--- src/design/pta_pkg.sv ---
// pta_pkg: shared types and constants for the primitive triangle assembler
// no dependencies; used by all design modules
package pta_pkg;

  // command codes carried on the input tuser
  localparam logic [1:0] CMD_BEGIN  = 2'd0;
  localparam logic [1:0] CMD_VERTEX = 2'd1;
  localparam logic [1:0] CMD_NORMAL = 2'd2;
  localparam logic [1:0] CMD_END    = 2'd3;

  // primitive modes
  localparam logic [3:0] MODE_FAN   = 4'd6;
  localparam logic [3:0] MODE_QUADS = 4'd7;
  localparam logic [3:0] MODE_STRIP = 4'd8;

  localparam logic [31:0] ONE_F32 = 32'h3F80_0000;

  localparam int S_TDATA_W = 104;
  localparam int M_TDATA_W = 200;

  localparam int QDEPTH = 2;
  localparam int QPTR_W = 1;
  localparam int QCNT_W = 2;

  // corner steps within a job (quads run all six, single triangles stop at 2)
  localparam logic [2:0] STEP_TRI_LAST  = 3'd2;
  localparam logic [2:0] STEP_QUAD_LAST = 3'd5;

  typedef struct packed {
    logic [31:0] z;
    logic [31:0] y;
    logic [31:0] x;
  } vec3_t;

  // one or two triangles: (a,b,c) and, for quads, (a,d,c)
  typedef struct packed {
    vec3_t va;
    vec3_t vb;
    vec3_t vc;
    vec3_t vd;
    vec3_t nrm;
    logic  quad;
  } tri_job_t;

  typedef struct packed {
    logic push;
  } q_wr_ctl_t;

  typedef struct packed {
    logic valid;
  } q_rd_ctl_t;

endpackage

--- src/design/pta_front.sv ---
// pta_front: command decode, primitive state and vertex window
// depends on pta_pkg; pushes triangle jobs into pta_queue
module pta_front
  import pta_pkg::*;
(
  input  logic                 clk,
  input  logic                 rst,
  input  logic                 s_tvalid,
  output logic                 s_tready,
  input  logic [S_TDATA_W-1:0] s_tdata,
  input  logic [1:0]           s_tuser,
  output logic                 push,
  input  logic                 full,
  output tri_job_t             job
);

  logic [3:0]  active_mode;
  logic        in_primitive;
  logic [1:0]  vertex_count;
  vec3_t       current_normal;
  vec3_t       slot0, slot1, slot2;
  vec3_t       slot0_nrm;

  logic        acc;
  logic [1:0]  func;
  logic [3:0]  prim_mode;
  vec3_t       vin;
  logic        is_quads, is_strip, is_fan, is_vtx;

  assign func      = s_tuser;
  assign prim_mode = s_tdata[3:0];
  assign vin.x     = s_tdata[35:4];
  assign vin.y     = s_tdata[67:36];
  assign vin.z     = s_tdata[99:68];

  assign s_tready = !full;
  assign acc      = s_tvalid && s_tready;

  assign is_quads = (active_mode == MODE_QUADS);
  assign is_strip = (active_mode == MODE_STRIP);
  assign is_fan   = (active_mode == MODE_FAN);
  assign is_vtx   = acc && (func == CMD_VERTEX) && in_primitive;

  assign push = is_vtx && ((is_quads && vertex_count == 2'd3) ||
                           ((is_strip || is_fan) && vertex_count == 2'd2));

  always_comb begin
    job.va   = slot0;
    job.vb   = slot1;
    job.vc   = is_quads ? slot2 : vin;
    job.vd   = vin;
    job.nrm  = is_quads ? slot0_nrm : current_normal;
    job.quad = is_quads;
  end

  always_ff @(posedge clk) begin
    if (rst) begin
      active_mode      <= '0;
      in_primitive     <= 1'b0;
      vertex_count     <= '0;
      current_normal.x <= '0;
      current_normal.y <= '0;
      current_normal.z <= ONE_F32;
    end else if (acc) begin
      case (func)
        CMD_BEGIN: begin
          active_mode  <= prim_mode;
          in_primitive <= 1'b1;
          vertex_count <= '0;
        end
        CMD_NORMAL: begin
          current_normal <= vin;
        end
        CMD_END: begin
          in_primitive <= 1'b0;
          vertex_count <= '0;
        end
        default: begin
          if (in_primitive) begin
            if (is_quads) begin
              vertex_count <= vertex_count + 2'd1;
            end else if ((is_strip || is_fan) && vertex_count != 2'd2) begin
              vertex_count <= vertex_count + 2'd1;
            end
          end
        end
      endcase
    end
  end

  // window payload, no reset needed
  always_ff @(posedge clk) begin
    if (is_vtx) begin
      if (is_quads) begin
        case (vertex_count)
          2'd0: begin
            slot0     <= vin;
            slot0_nrm <= current_normal;
          end
          2'd1: slot1 <= vin;
          2'd2: slot2 <= vin;
          default: ;
        endcase
      end else if (is_strip || is_fan) begin
        case (vertex_count)
          2'd0: slot0 <= vin;
          2'd1: slot1 <= vin;
          default: begin
            if (is_strip) begin
              slot0 <= slot1;
            end
            slot1 <= vin;
          end
        endcase
      end
    end
  end

endmodule

--- src/design/pta_queue.sv ---
// pta_queue: short job queue between front and back
// depends on pta_pkg
module pta_queue
  import pta_pkg::*;
(
  input  logic      clk,
  input  logic      rst,
  input  q_wr_ctl_t wr_in,
  output logic      full,
  input  tri_job_t  wr_job,
  input  logic      pop,
  output logic      valid,
  output tri_job_t  rd_job
);

  tri_job_t          mem [QDEPTH];
  logic [QPTR_W-1:0] wr_ptr, rd_ptr;
  logic [QCNT_W-1:0] count;
  logic              do_push, do_pop;

  assign full    = (count == QCNT_W'(QDEPTH));
  assign valid   = (count != '0);
  assign do_push = wr_in.push && !full;
  assign do_pop  = pop && valid;
  assign rd_job  = mem[rd_ptr];

  always_ff @(posedge clk) begin
    if (do_push) begin
      mem[wr_ptr] <= wr_job;
    end
  end

  always_ff @(posedge clk) begin
    if (rst) begin
      wr_ptr <= '0;
      rd_ptr <= '0;
      count  <= '0;
    end else begin
      if (do_push) begin
        wr_ptr <= wr_ptr + 1'b1;
      end
      if (do_pop) begin
        rd_ptr <= rd_ptr + 1'b1;
      end
      case ({do_push, do_pop})
        2'b10:   count <= count + 1'b1;
        2'b01:   count <= count - 1'b1;
        default: count <= count;
      endcase
    end
  end

endmodule

--- src/design/pta_back.sv ---
// pta_back: walks a job one corner per unstalled cycle into the output register
// depends on pta_pkg; reads the head of pta_queue
module pta_back
  import pta_pkg::*;
(
  input  logic                 clk,
  input  logic                 rst,
  input  q_rd_ctl_t            head_in,
  output logic                 pop,
  input  tri_job_t             head,
  output logic                 m_tvalid,
  input  logic                 m_tready,
  output logic [M_TDATA_W-1:0] m_tdata,
  output logic                 m_tlast
);

  logic [2:0] step;
  logic       adv, last_step;
  logic [1:0] corner_index;
  vec3_t      corner;

  logic [1:0] out_index;
  vec3_t      out_corner;
  vec3_t      out_nrm;

  assign adv       = !m_tvalid || m_tready;
  assign last_step = head.quad ? (step == STEP_QUAD_LAST) : (step == STEP_TRI_LAST);
  assign pop       = adv && head_in.valid && last_step;

  always_comb begin
    corner_index = (step > 3'd2) ? 2'(step - 3'd3) : step[1:0];
    case (step)
      3'd0, 3'd3: corner = head.va;
      3'd1:       corner = head.vb;
      3'd4:       corner = head.vd;
      default:    corner = head.vc;
    endcase
  end

  always_ff @(posedge clk) begin
    if (rst) begin
      step     <= '0;
      m_tvalid <= 1'b0;
      m_tlast  <= 1'b0;
    end else if (adv) begin
      m_tvalid <= head_in.valid;
      if (head_in.valid) begin
        m_tlast <= last_step;
        step    <= last_step ? 3'd0 : step + 3'd1;
      end
    end
  end

  always_ff @(posedge clk) begin
    if (adv && head_in.valid) begin
      out_index  <= corner_index;
      out_corner <= corner;
      out_nrm    <= head.nrm;
    end
  end

  assign m_tdata = {6'd0, out_nrm.z, out_nrm.y, out_nrm.x,
                    out_corner.z, out_corner.y, out_corner.x, out_index};

endmodule

--- src/design/primitive_triangle_assembler.sv ---
// primitive_triangle_assembler: top level, front decode, job queue and corner output
// depends on pta_pkg, pta_front, pta_queue, pta_back
//
// Accepts begin, vertex, set-normal and end commands and emits triangles as
// corner transactions (corners 0, 1, 2; tlast on the final corner caused by
// one input). Begin, end, set-normal and vertices that complete nothing are
// accepted back to back while the job queue has room. A fan or strip vertex
// that completes a triangle yields three corners and a fourth quad vertex
// six; the single corner output register sends one corner per cycle while
// m_tready holds, so sustained fan and strip input is paced by the corners.
// A two-entry job queue lets the input keep running while corners drain;
// with the queue full every input command waits.
module primitive_triangle_assembler
  import pta_pkg::*;
(
  input  logic                 clk,
  input  logic                 rst,
  input  logic                 s_tvalid,
  output logic                 s_tready,
  // s_tdata: prim_mode[3:0], x_bits[35:4], y_bits[67:36], z_bits[99:68], zero pad
  input  logic [S_TDATA_W-1:0] s_tdata,
  // s_tuser: func[1:0]
  input  logic [1:0]           s_tuser,
  output logic                 m_tvalid,
  input  logic                 m_tready,
  // m_tdata: corner_index[1:0], corner_x, corner_y, corner_z,
  //          facet_nx, facet_ny, facet_nz (32 bits each from bit 2), zero pad
  output logic [M_TDATA_W-1:0] m_tdata,
  // m_tlast: last_of_run
  output logic                 m_tlast
);

  q_wr_ctl_t wr_ctl;
  q_rd_ctl_t rd_ctl;
  tri_job_t  push_job, head_job;
  logic      push, full, q_valid, pop;

  assign wr_ctl.push  = push;
  assign rd_ctl.valid = q_valid;

  pta_front u_front (
    .clk      (clk),
    .rst      (rst),
    .s_tvalid (s_tvalid),
    .s_tready (s_tready),
    .s_tdata  (s_tdata),
    .s_tuser  (s_tuser),
    .push     (push),
    .full     (full),
    .job      (push_job)
  );

  pta_queue u_queue (
    .clk    (clk),
    .rst    (rst),
    .wr_in  (wr_ctl),
    .full   (full),
    .wr_job (push_job),
    .pop    (pop),
    .valid  (q_valid),
    .rd_job (head_job)
  );

  pta_back u_back (
    .clk      (clk),
    .rst      (rst),
    .head_in  (rd_ctl),
    .pop      (pop),
    .head     (head_job),
    .m_tvalid (m_tvalid),
    .m_tready (m_tready),
    .m_tdata  (m_tdata),
    .m_tlast  (m_tlast)
  );

endmodule

--- config.mk ---
export PLATFORM = sky130hd
export DESIGN_NAME = primitive_triangle_assembler
export DESIGN_NICKNAME = d
export VERILOG_FILES = /design/src/design/pta_pkg.sv /design/src/design/pta_front.sv /design/src/design/pta_queue.sv /design/src/design/pta_back.sv /design/src/design/primitive_triangle_assembler.sv
export SDC_FILE = /design/constraint.sdc
export NUM_CORES = 2
export LEC_CHECK = 0
export BUFFER_PORTS_ARGS = -buffer_cell sky130_fd_sc_hd__clkbuf_2
export CAP_MARGIN = 20
export CORE_ASPECT_RATIO = 0.8
export CORE_MARGIN = 2
export CORE_UTILIZATION = 50
export DETAILED_ROUTE_END_ITERATION = 10
export GPL_TIMING_DRIVEN = 0
export PLACE_DENSITY = 0.75
export SLEW_MARGIN = 20
export SYNTH_ARGS = -nofsm -noshare
export SYNTH_HDL_FRONTEND = slang
export SYNTH_SLANG_ARGS = --single-unit
--- constraint.sdc ---
create_clock -name clk -period 63.5 [get_ports clk]
set_clock_uncertainty 0.05 [all_clocks]
set_input_delay 19.05 -clock clk [delete_from_list [all_inputs] [get_ports clk]]
set_output_delay 19.05 -clock clk [all_outputs]
set_load 0.005 [all_outputs]
; ---- Yosys cells after proc, flatten, opt, wreduce, memory -nomap -nowiden
; Memory sizes are Yosys's and may differ from the RTL's. A register that Yosys moved wholly into a read port is not among the register bits.
; Index checks and enable logic that the tools add are counted.
[totals]
register_bits = 690
mem_count = 1
inputBits = 110
out_inout_bits = 203
mem_bits_rw = 962
word_cells = 125
[classes]
add_sub_neg = 7
bitwise_logic = 1
muxes = 25
n_lt_le_gt_ge = 1
reduce_logical = 36
eq_ne = 23
[memory_table]
columns = name, depth, word_bits, read_ports, rd_clocked_by_memory_dff, write_ports, line
row1 = u_queue.mem, 2, 481, 1, 1, 1, pta_queue.sv:16  ; tri_job_t mem [QDEPTH];
[op_table]
columns = operator, count
row1 = 2-to-1 mux 96 bit, 10
row2 = one-hot mux 96 bit (3 select lines), 1
row3 = one-hot mux 96 bit (2 select lines), 1
row4 = "equality test 2 bit, second input constant", 6
row5 = logical AND 1 bit, 11
row6 = nonzero test 2 bit, 5
row7 = "equality test 4 x 3 -> 1 bit, second input constant", 2
row8 = 2-to-1 mux 2 bit, 4
row9 = one-hot mux 2 bit (2 select lines), 2
row10 = AND reduction 2 bit, 4
row11 = AND reduction 4 bit, 2
row12 = "equality test 2 x 1 -> 1 bit, second input constant", 3
row13 = "equality test 3 x 2 -> 1 bit, second input constant", 2
row14 = "equality test 3 bit, second input constant", 2
row15 = "inequality test 2 bit, second input constant", 3
row16 = AND reduction 3 bit, 2
row17 = 2-to-1 mux 1 bit, 5
row18 = AND reduction 5 bit, 1
row19 = "adder 2 x 1 -> 2 bit, second input constant", 2
row20 = "equality test 4 bit, second input constant", 1
row21 = logical NOT 2 bit, 2
row22 = "inequality test 2 x 1 -> 1 bit, second input constant", 2
row23 = "inequality test 4 x 3 -> 1 bit, second input constant", 1
row24 = OR reduction 2 bit, 2
row25 = other kinds (13), 17

; ---- Depth between registers and ports, before layout
[logic_depth]
word_depth = 9
mapped_depth = 11
mapped_depth_nobuf = 10

; ---- Cells and area by module
; From an unflattened synthesis, not the netlist that was laid out.
[unflattened]
cells_unflattened = 3908
area_unflattened_um2 = 63699.8
[modules_own_cells]
columns = mod, instances, cells_per_inst, area_each_um2
row1 = pta_queue, 1, 1523, 35280.1
row2 = pta_front, 1, 1693, 19726.4
row3 = pta_back, 1, 692, 8693.3

; ---- Least setup slack after synthesis
; Ideal clock, no wire load.
[synth_timing]
kind = input port to flip-flop
start = input port s_tuser[1]
end = memory u_queue.mem[0][0] (netlist bit) (enable)
required_time_ns = 62.116
setup_time_ns = 1.334
cell_stages = 6
path_slack_ns = 22.518
arrival_time_ns = 39.598
cell_sequence = inv_1 -> ha_1 -> nand4_1 -> a21oi_1 -> inv_1 -> nor2_1
[synth_between]
elab_chain_len = 7
[synth_lines]
columns = element, line
row1 = start: declaration, primitive_triangle_assembler.sv:23  ; input logic [1:0] s_tuser,
row2 = equality test 2 x 1 -> 1 bit, pta_front.sv:42  ; assign is_vtx = acc && (func == CMD_VERTEX) && in_primitive;
row3 = logical AND 1 bit (2 in a row), pta_front.sv:42
row4 = logical AND 1 bit, pta_front.sv:44  ; assign push = is_vtx && ((is_quads && vertex_count == 2'd3) ||
row5 = logical AND 1 bit, pta_queue.sv:23  ; assign do_push = wr_in.push && !full;
row6 = 2-to-1 mux 1 bit, pta_queue.sv:28  ; if (do_push) begin
row7 = 2-to-1 mux 1 bit (implied by the code), pta_queue.sv:29  ; mem[wr_ptr] <= wr_job;
row8 = end: declaration, pta_queue.sv:16
; No other way between the ends.

; ---- Worst setup path after layout
[layout_timing]
start = input port s_tuser[1]
end = memory u_queue.mem[0][71] (netlist bit) (enable)
; The elaborated chain is that of the path after synthesis.

==> flow_summary.toml <==
[die]
die_area_um2 = 129200
core_um2 = 125300
fp.dieH_um = 321.9
fp.dieW_um = 401.3
row_count = 116
start_util = 0.5041
io_pins = 313

[critical_path]
cp_common_cell = "buf_16"
reg2reg_to = "u_back.m_tdata[92]"
crit_chain = "clkbuf_2 > inv_1 > ha_1 > nand4_1 > a21oi_1 > inv_1 > nor2_4 > buf_16 > buf_16 > buf_16 > buf_16 > buf_16 > buf_16"
reg2reg_from = "u_back.step[2]"
max_stage_delay_ns = 0.57
crit_required_ns = 63.94
cp_slowest_cell = "nor2_4"
worstSetupStartpointType = "input port"
cp.arrival_ns = 22.14
r2r_slack_ns = 59.21
endpoint_kind = "flop"
ff2ff_path_depth = 11
worstPathMaxFanout = 19
startpoint = "s_tuser[1]"
worst-setup-path-type = "in -> reg"
endpoint = "u_queue.mem[0][71]"

[clock_network]
cts_buffers = 156
cts_hold_buf = 0
cts_tree = "done"
path_clk_slew_ns = 0.06
root_buffer = "clkbuf_16"
h-tree-depth = 4
cts_setup_buffers = 0
cts.sink_count = 1653
postCtsResizedCells = 0
insertion_delay_ns = 0.80
clock_path_buffers = 3

[grt]
grt_start_max_net_pins = 97
grt_antenna_before_repair = 22
grt.total_usage = 0.2713
grt_pass1_wl_um = 254200
grt_overflow_total = 0
grt_pass1_vias = 38360

[sta]
max_freq_ghz = 0.04608
rsz0062_at_grt = "false"
setup_viol = 0
finalHoldViolations = 0
worst_slack_ns = 41.80
fin_crit_sh = 0.3417
fin_tns_setup_ns = 0
slew_viol_final = 0
relSlewSlack = 0.1252
worst_pin_slew_ns = 1.312
layout_min_cycle_time_ns = 21.70

[synth]
synth-edff-count = 1540
netlist_top_cells_area = "edfxtp_1 73%, nand2_1 5.8%, dfxtp_1 3.6%"
syn_inst = 4240
ys_seq_area_frac = 0.7682
yosysWarnings = 0
syn_area_per_cell_um2 = 14.89
netlist.area_leader.share = 0.7323
ys_types = 41
synthArstFlopShare = 0
synth_seq_cells = 1653
yosysTopAreaCell = "edfxtp_1"
synth_flop_cell = "edfxtp_1"
syn_area_um2 = 63150

[status]
status = "completed"

[power_and_ir_drop]
pwr-share-comb = 0.015
power.density_nw_per_um2 = 29.28
clkPwrFrac = 0.434
p_int_mw = 1.713
finalPower_mw = 2.150
p_sw_uw = 436.5
ir_drop_mv = 0.02408
power_leakage_nw = 25.10
p_seq_frac = 0.551
switching_share = 0.2030

[hold_path]
hp-start = "u_front.job[416]"
hold_path.class = "reg -> reg"

[final_layout]
fill_cells = 9161
drive_gt1_frac = 0.1641
finalNetCount = 4910
mostFrequentLayoutCell = "edfxtp_1"
areaGrowthSynthToFinish_pct = 16.28
multi_input_area_um2 = 13520
final_cell_mix = "1540 x edfxtp_1, 972 x nand2_1, 307 x clkbuf_2, 288 x a22oi_1, 203 x nor2_1"
regArea_um2 = 48510

[detailed_routing]
drt_first_iter_violations = 5645
via_per_inst = 6.033
route.vias.total = 39700
antenna_left = 0
wirelength_um = 178100
drc = 0
wl_per_cell_um = 27.06
firstDrtPassIters = 9

[placed_design]
pre_cts_ws_ns = 41.08
dp_hpwl_um = 117900
port-buffer-count = 301
gp_congestion = 0.8544

[run]
max_cap_violations = 0
-- cell type report --
| type | count | area share |
|---|---|---|
| repair buffers | 383 | 0.04090 |
| well taps | 1652 | 0.02815 |
| plain buffers | 261 | 0.01540 |
| diodes | 10 | 0.0003408 |
| clock buffers | 227 | 0.06071 |
| inverters | 15 | 0.0008690 |
| clock inverters | 64 | 0.008844 |
| multi-input cells | 2316 | 0.1842 |
| flip-flops and latches | 1653 | 0.6606 |
-- cells in the mapped netlist (2+ instances only) --
cell / instances
a211oi_1: 3
a21oi_1: 100
a22oi_1: 288
a31oi_1: 2
buf_1: 25
buf_2: 67
buf_4: 16
clkbuf_1: 153
dfxtp_1: 113
edfxtp_1: 1540
ha_1: 14
inv_1: 13
inv_2: 2
mux2_1: 97
mux2_2: 97
mux2i_1: 197
nand2_1: 972
nand2b_1: 2
nand3_1: 6
nand3b_1: 8
nor2_1: 204
nor2b_1: 3
nor3_1: 4
o211ai_1: 96
o21ai_0: 196
o21ai_1: 2
or3_1: 5
xnor2_1: 2
-- cell families after synthesis --
family | Yosys count | share of synthesized area
buffers and inverters | 276 | 0.01868
other | 1 | 0.00005939
xor gates and xnor gates | 3 | 0.0004162
muxes | 391 | 0.06582
AOI/OAI and AO/OA | 689 | 0.07020
and+or+nand+nor | 1213 | 0.07389
adders and majority gates | 14 | 0.002774
DFF | 1653 | 0.7682
-- power by group through the flow --
stage / combinational (mW) / sequential, mW / clock (mW)
2_1_floorplan: 0.0124 / 1.21 / 0
6_report: 0.0325 / 1.19 / 0.932
5_1_grt: 0.0344 / 1.18 / 0.981
3_3_place_gp: 0.0294 / 1.21 / 0
4_1_cts: 0.0315 / 1.19 / 0.940
3_5_place_dp: 0.0311 / 1.21 / 0
-- how the worst min path moves through the flow --
stage | to | cells past startpoint | slack [ns]
after floorplan | u_queue.mem[0][385] | 0 | 0.37
after global placement | u_queue.mem[0][455] | 0 | 0.37
after detailed placement | u_queue.mem[0][393] | 0 | 0.38
after CTS | u_queue.mem[1][400] | 0 | 0.39
after global routing | u_queue.mem[0][391] | 0 | 0.39
final | u_queue.mem[1][416] | 0 | 0.37
-- critical path: cells and delay by family --
kind | cells | cell delay (ns)
AND/OR/NAND/NOR | 2 | 0.93
adder cells (fa/ha/maj) | 1 | 0.15
AO/OA/AOI/OAI | 1 | 0.45
buffers and inverters | 9 | 1.51
-- metrics by stage --
stage	util	hold slack [ns]	instances	area, um2
finish	0.5862	0.3729	6581	73430
global route	0.5860	0.3897	6572	73400
CTS	0.5859	0.3857	6570	73390
detailed placement	0.5451	0.3791	6279	68280
global placement	0.5328	0.3729	6198	66740
floorplan	-	0.3715	4245	63170
-- state kept, by name, summed over array words and instances (netlist names), 2 cells and up, named ones only --
| name | cells |
|---|---|
| u_front.vertex_count | 2 |
| u_front.job | 192 |
| u_queue.mem | 962 |
| u_queue.count | 2 |
| u_back.out_index | 2 |
| u_front.current_normal | 96 |
| u_back.step | 3 |
| u_back.m_tdata | 192 |
| u_front.slot2 | 96 |
| u_front.slot0_nrm | 96 |
| u_front.active_mode | 4 |
-- metal layers --
metal	global-route usage	wire length [um]	vias up
met5	0	82	-
met4	0.1293	8165	14
met3	0.07949	23190	473
met2	0.4035	79000	2780
met1	0.3688	67680	19550
li1	-	-	16890
No activity file was read; power rests on OpenSTA's default activity.
